===== src/sv/stack_machine_core_unit_assert.svh =====
// Assertion macros for the stack machine core unit.
`ifndef STACK_MACHINE_CORE_UNIT_ASSERT_SVH
`define STACK_MACHINE_CORE_UNIT_ASSERT_SVH
// Implication checked on every rising clock edge outside reset.
`define SMC_ASSERT_IMP(label, clk, rst_n, cond, prop, msg) \
  label: assert property (@(posedge clk) disable iff (!rst_n) (cond) |-> (prop)) \
    else $error(msg);
// Next-cycle implication checked outside reset.
`define SMC_ASSERT_NXT(label, clk, rst_n, cond, prop, msg) \
  label: assert property (@(posedge clk) disable iff (!rst_n) (cond) |=> (prop)) \
    else $error(msg);
`endif


===== src/sv/smc_pkg.sv =====
// ----------------------------------------------------------------------------
// smc_pkg
// Shared types and constants of the stack machine core.
// ----------------------------------------------------------------------------
`default_nettype none
package smc_pkg;
  localparam int unsigned PROGRAM_WORDS = 1024;
  localparam int unsigned STACK_DEPTH   = 32;
  localparam int unsigned PA_W = $clog2(PROGRAM_WORDS);
  localparam int unsigned SA_W = $clog2(STACK_DEPTH);
  localparam int unsigned SC_W = $clog2(STACK_DEPTH + 1);

  typedef enum logic [1:0] {
    MODE_LOAD = 2'd0, MODE_STEP = 2'd1, MODE_RESTART = 2'd2, MODE_NONE = 2'd3
  } mode_t;

  localparam logic [1:0] ST_RUN   = 2'd0;
  localparam logic [1:0] ST_HALT  = 2'd1;
  localparam logic [1:0] ST_BREAK = 2'd2;

  localparam logic [31:0] OP_BREAK = 32'd0;
  localparam logic [31:0] OP_NOP   = 32'd1;
  localparam logic [31:0] OP_HALT  = 32'd2;
  localparam logic [31:0] OP_PUSH  = 32'd3;
  localparam logic [31:0] OP_PRINT = 32'd4;
  localparam logic [31:0] OP_JNE   = 32'd5;
  localparam logic [31:0] OP_SWAP  = 32'd6;
  localparam logic [31:0] OP_DUP   = 32'd7;
  localparam logic [31:0] OP_JE    = 32'd8;
  localparam logic [31:0] OP_INC   = 32'd9;
  localparam logic [31:0] OP_ADD   = 32'd10;
  localparam logic [31:0] OP_SUB   = 32'd11;
  localparam logic [31:0] OP_MUL   = 32'd12;
  localparam logic [31:0] OP_RAND  = 32'd13;
  localparam logic [31:0] OP_DEC   = 32'd14;
  localparam logic [31:0] OP_DROP  = 32'd15;
  localparam logic [31:0] OP_OVER  = 32'd16;
  localparam logic [31:0] OP_MOD   = 32'd17;
  localparam logic [31:0] OP_JUMP  = 32'd18;
  localparam logic [31:0] OP_AND   = 32'd19;
  localparam logic [31:0] OP_OR    = 32'd20;
  localparam logic [31:0] OP_XOR   = 32'd21;
  localparam logic [31:0] OP_SHL   = 32'd22;
  localparam logic [31:0] OP_SHR   = 32'd23;
  localparam logic [31:0] OP_SQRT  = 32'd24;
  localparam logic [31:0] OP_ROT   = 32'd25;
  localparam logic [31:0] OP_PICK  = 32'd26;

  // Operations of the shared iterative unit.
  typedef enum logic [1:0] { IT_MOD = 2'd0, IT_SQRT = 2'd1 } it_op_t;

  typedef struct packed {
    logic        start;
    it_op_t      op;
    logic [31:0] a;
    logic [31:0] b;
  } it_req_t;

  typedef struct packed {
    logic        done;
    logic        busy;
    logic [31:0] res;
  } it_rsp_t;

  typedef enum logic [3:0] {
    S_IDLE, S_FETCH, S_FETCH2, S_DECODE, S_POP, S_POPW, S_EXEC,
    S_ITER, S_PICKRD, S_PICKW, S_PUSH, S_DONE, S_OUT
  } state_t;

  typedef struct packed {
    logic [1:0]  run_state;
    logic [31:0] program_counter;
    logic [5:0]  stack_depth;
    logic [31:0] top_value;
    logic        print_valid;
    logic signed [31:0] print_value;
    logic [31:0] steps_done;
  } result_t;

  typedef struct packed {
    logic [1:0]  mode;
    logic [9:0]  load_address;
    logic [31:0] load_word;
    logic [31:0] random_value;
  } item_t;
endpackage
`default_nettype wire


===== src/sv/smc_iter_unit.sv =====
// ----------------------------------------------------------------------------
// smc_iter_unit
// Shared radix-2 unit for unsigned modulo and integer square root.
// ----------------------------------------------------------------------------
`default_nettype none
module smc_iter_unit (
  input  wire logic            clk,
  input  wire logic            rst_n,
  input  wire smc_pkg::it_req_t req,
  output smc_pkg::it_rsp_t     rsp
);
  logic [5:0]  cnt_r, cnt_nxt;
  logic        busy_r, busy_nxt, done_r, done_nxt;
  smc_pkg::it_op_t op_r, op_nxt;
  logic [31:0] x_r, x_nxt, d_r, d_nxt, rem_r, rem_nxt, root_r, root_nxt;
  logic [32:0] trial_rem;
  logic [33:0] sq_rem, sq_try;

  always_comb begin
    cnt_nxt = cnt_r; busy_nxt = busy_r; done_nxt = 1'b0; op_nxt = op_r;
    x_nxt = x_r; d_nxt = d_r; rem_nxt = rem_r; root_nxt = root_r;
    trial_rem = {rem_r, x_r[31]};
    // Square root: two bits of the radicand enter the partial remainder each step.
    sq_rem = {rem_r, x_r[31:30]};
    sq_try = {root_r, 2'b01};
    if (req.start) begin
      busy_nxt = 1'b1; op_nxt = req.op; x_nxt = req.a; d_nxt = req.b;
      rem_nxt = '0; root_nxt = '0;
      cnt_nxt = (req.op == smc_pkg::IT_MOD) ? 6'd32 : 6'd16;
    end else if (busy_r) begin
      unique case (op_r)
        smc_pkg::IT_MOD: begin
          x_nxt = {x_r[30:0], 1'b0};
          if (trial_rem >= {1'b0, d_r}) rem_nxt = 32'(trial_rem - {1'b0, d_r});
          else rem_nxt = trial_rem[31:0];
        end
        default: begin
          x_nxt = {x_r[29:0], 2'b00};
          if (sq_rem >= sq_try) begin
            rem_nxt = 32'(sq_rem - sq_try);
            root_nxt = {root_r[30:0], 1'b1};
          end else begin
            rem_nxt = sq_rem[31:0];
            root_nxt = {root_r[30:0], 1'b0};
          end
        end
      endcase
      cnt_nxt = cnt_r - 6'd1;
      if (cnt_r == 6'd1) begin
        busy_nxt = 1'b0; done_nxt = 1'b1;
      end
    end
  end

  always_ff @(posedge clk) begin
    if (!rst_n) begin
      busy_r <= 1'b0; done_r <= 1'b0; cnt_r <= '0;
    end else begin
      busy_r <= busy_nxt; done_r <= done_nxt; cnt_r <= cnt_nxt;
    end
    op_r <= op_nxt; x_r <= x_nxt; d_r <= d_nxt; rem_r <= rem_nxt; root_r <= root_nxt;
  end

  assign rsp.done = done_r;
  assign rsp.busy = busy_r;
  assign rsp.res  = (op_r == smc_pkg::IT_MOD) ? rem_r : root_r;
endmodule
`default_nettype wire


===== config.mk =====
export PLATFORM = sky130hd
export DESIGN_NAME = smc_iter_unit
export DESIGN_NICKNAME = d
export VERILOG_FILES = /design/src/sv/stack_machine_core_unit_assert.svh /design/src/sv/smc_pkg.sv /design/src/sv/smc_iter_unit.sv
export SDC_FILE = /design/constraint.sdc
export NUM_CORES = 1
export LEC_CHECK = 0
export BUFFER_PORTS_ARGS = -buffer_cell sky130_fd_sc_hd__buf_2
export CAP_MARGIN = 10
export CORE_MARGIN = 2
export CORE_UTILIZATION = 32
export DETAILED_ROUTE_END_ITERATION = 8
export HOLD_SLACK_MARGIN = 0.12
export MAX_ROUTING_LAYER = met4
export PLACE_DENSITY = 0.47
export SLEW_MARGIN = 40
export SYNTH_ARGS = -nofsm -noshare
export SYNTH_HDL_FRONTEND = slang
export SYNTH_SLANG_ARGS = --single-unit
export TNS_END_PERCENT = 20

===== constraint.sdc =====
create_clock -name clk -period 4.2 [get_ports clk]
set_input_delay 0 -clock clk [delete_from_list [all_inputs] [get_ports clk]]
set_output_delay 0 -clock clk [all_outputs]
set_load 0.01 [all_outputs]

==> impl_results.md <==
- Final Wtd Congestion: 0.936
- Critical path's most frequent cell: nand4_1
- Synthesis-to-layout area growth: 22.7%
- Fmax: 0.288 GHz
- Finished Cell Area: 12,200 um^2
- Avg WL per Cell: 16.9 um
- Final hold vios: 0
- Worst Path Required: 4.49 ns
- GR Util All Layers: 19.3%
- Chip width: 180 um
- Top post-synthesis cells by area: edfxtp_1, dfxtp_1, ha_1, nand2_1, a21oi_1
- Nets: 1,507
- Predominant post-synthesis flop cell: dfxtp_1
- Post-synthesis sequential area ratio: 34.5%
- CTS buffer count: 17
- PD cells: 814 nW/um^2
- Crit path DAT: 3.76 ns
- Max-slew headroom: 44.6%
- Drt initial violations: 478
- Crit path cell chain: ha_1 > nand4_1 > nor3_1 > a2111oi_2 > a31oi_1 > o21ai_2 > nand4_1 > a31oi_4 > buf_12 > mux2_2 > a22oi_1 > a21oi_1
- DIE AREA: 32,500 um^2
- # resized after CTS: 0
- Root buf cell: clkbuf_16
- R2R Setup Slk: 0.72 ns
- Hold Crit Class: input port to flip-flop
- CTS max path bufs: 2
- Worst-path fanout max: 56
- CP Capture Type: flip-flop
- Final Setup Violations: 0
- Max-cap viol count: 0
- # DRC: 0
- First-pass DRT Iterations: 5
- Fillers: 3,180
- CP Launch Type: flip-flop
- Die Y: 180 um
- DR vias: 9,092
- Critical path buffers and inverters: 1
- CTS tree: done
- Critical Path Slowest Stage Cell: dfxtp_1
- Mapped Cells: 1,223
- YS warnings: 0
- Dpl cell area: 10,900 um^2
- Place WS: 0.787 ns
- Final wirelength: 30.1 mm
- Least-Margin Pin Slew: 0.832 ns
- Register Area: 3420 um^2
- Clock Latency Late Sink: 0.44 ns
- DP HPWL: 22.8 mm
- Setup Skew: 0.0116 ns
- Most common cell after layout, fill and taps aside: nand2_1
- Yosys top cell area share: 19.9%
- RSZ-0062 raised after global routing: false
- Mapped Nets: 1,361
- Setup TNS: 0 ns
- Layout cells sized above 1: 13.3%
- DR vias/cell: 5.11
- Static Leak: 5.11 nW
- Vias in the first global route: 9,067
- Initial antenna violation count: 0
- Antenna cells: 0
- Fin crit share: 82.7%
- Worst vdd ir: 0.622 mV
- Overflow after GRT: 0
- Asr flop ratio synth: 0%
- Crit path time final: 3.48 ns
- Yosys cell types: 72
- Avg Inst Size Synth: 8.12 um^2
- Commonest cells after routing, fill and taps aside: nand2_1, a21oi_1, o21ai_0, buf_2, inv_1
- Post-synth EDFFs: 66
- Site Rows: 64
- CP Class: flip-flop to flip-flop
- Fin. max-slew vios: 0
- Post-Route Utilization: 39.8%
- Fin Hold WS: 0.180 ns
- Num ports: 103
- Max H-tree Level: 4
- Core Footprint: 30,600 um^2
- Critical Path Max Stage Delay: 0.48 ns
- CTS clk-pin slew, worst paths: 0.07 ns
- Synthesized area: 9930 um^2
- Starting density of the core: 32.5%
- Global-route wire length before repair: 48.8 mm
- Routed Antenna Nets: 0
- Largest net degree at the start of global routing: 77
- Clock sink count: 138
- Yosys reg bits: 138
- Crit-path leading delay family: compound AO/OA/AOI/OAI gates
- I/O Buffers: 102
- Largest area contributor in the netlist: edfxtp_1
- Multi-input gate area: 5910 um^2
- Outcome: finished, final reports clean
- Post-route setup slack: 0.725 ns
## sequential cells by signal (all words and copies together) (netlist names)
signal  count
d_r        32
root_r     32
cnt_r       6
busy_r      1
x_r        32
op_r        2
done_r      1
rem_r      32
## Yosys cell counts, drive strengths merged (6+ instances only)
cell type,instances
o21bai,6
o22ai,6
or3,7
nand2,204
nand2b,16
ha,68
nand4,15
a31oi,21
clkbuf,44
xor2,24
edfxtp,66
mux2i,39
nand3,18
mux2,6
nor4,6
o21a,7
dfxtp,72
and3,8
buf,23
a21oi,112
nor2,59
xnor2,33
o21ai,107
a21o,19
a32o,9
nor3,27
inv,90
a211oi,15
o211ai,25
## layer usage
layer  GRT usage, %  vias up  share of wire (%)
li1               -     4682                  -
met1           22.9     4206                 45
met2           33.0      171                 49
met3           3.46       33                3.7
met4           6.42        0                2.2
met5              -        -                  0
## what timing repair did
| action | CTS | global route |
|---|---|---|
| buffers inserted | 0 | 0 |
| hold buffers | 67 | 0 |
| hold endpoints to repair | 74 | 0 |
## cells by family after synthesis
kind of cell | count (synthesis) | synth area share, %
simple gates | 380 | 16.9
compound gates | 376 | 23.9
buf+inv | 158 | 6.42
flops | 138 | 34.5
fa+ha+maj | 69 | 8.77
xor+xnor | 57 | 5.03
mux | 45 | 4.61
## per-stage QoR
step                cells  power, mW
floorplan            1223       6.63
CTS                  1778       10.0
finish               1778       9.92
detailed placement   1679       8.27
global placement     1679       8.31
global route         1778       10.7
## power by group
part | total [mW] | internal, mW | switching (mW)
Combinational | 6.41 | 2.68 | 3.73
Clock | 1.64 | 0.993 | 0.643
Sequential | 1.88 | 1.62 | 0.258
Total | 9.92 | 5.30 | 4.63
## worst paths after layout
kind | cells past startpoint | from | end
max | 12 | rem_r[13] | rem_r[24]
min | 2 | req[66] | rem_r[28]
max reg2reg | 12 | rem_r[13] | rem_r[24]
min reg2reg | 2 | root_r[31] | root_r[31]
## worst reg2reg max path, delay by kind of cell (launching register included)
family | cells | cell delay [ns]
buf+inv | 1 | 0.26
flops | 1 | 0.48
fa+ha+maj | 1 | 0.39
mux | 1 | 0.37
simple gates | 3 | 0.52
compound gates | 6 | 1.29
## area by class of cell
class	instances	area share (%)
clock buffers	17	3.49
clock inverters	15	1.64
inverters	91	2.80
multi-input cells	927	48.5
flip-flops and latches	138	28.1
well taps	396	4.06
repair buffers	194	11.5
(Power assumes the default switching activity.)
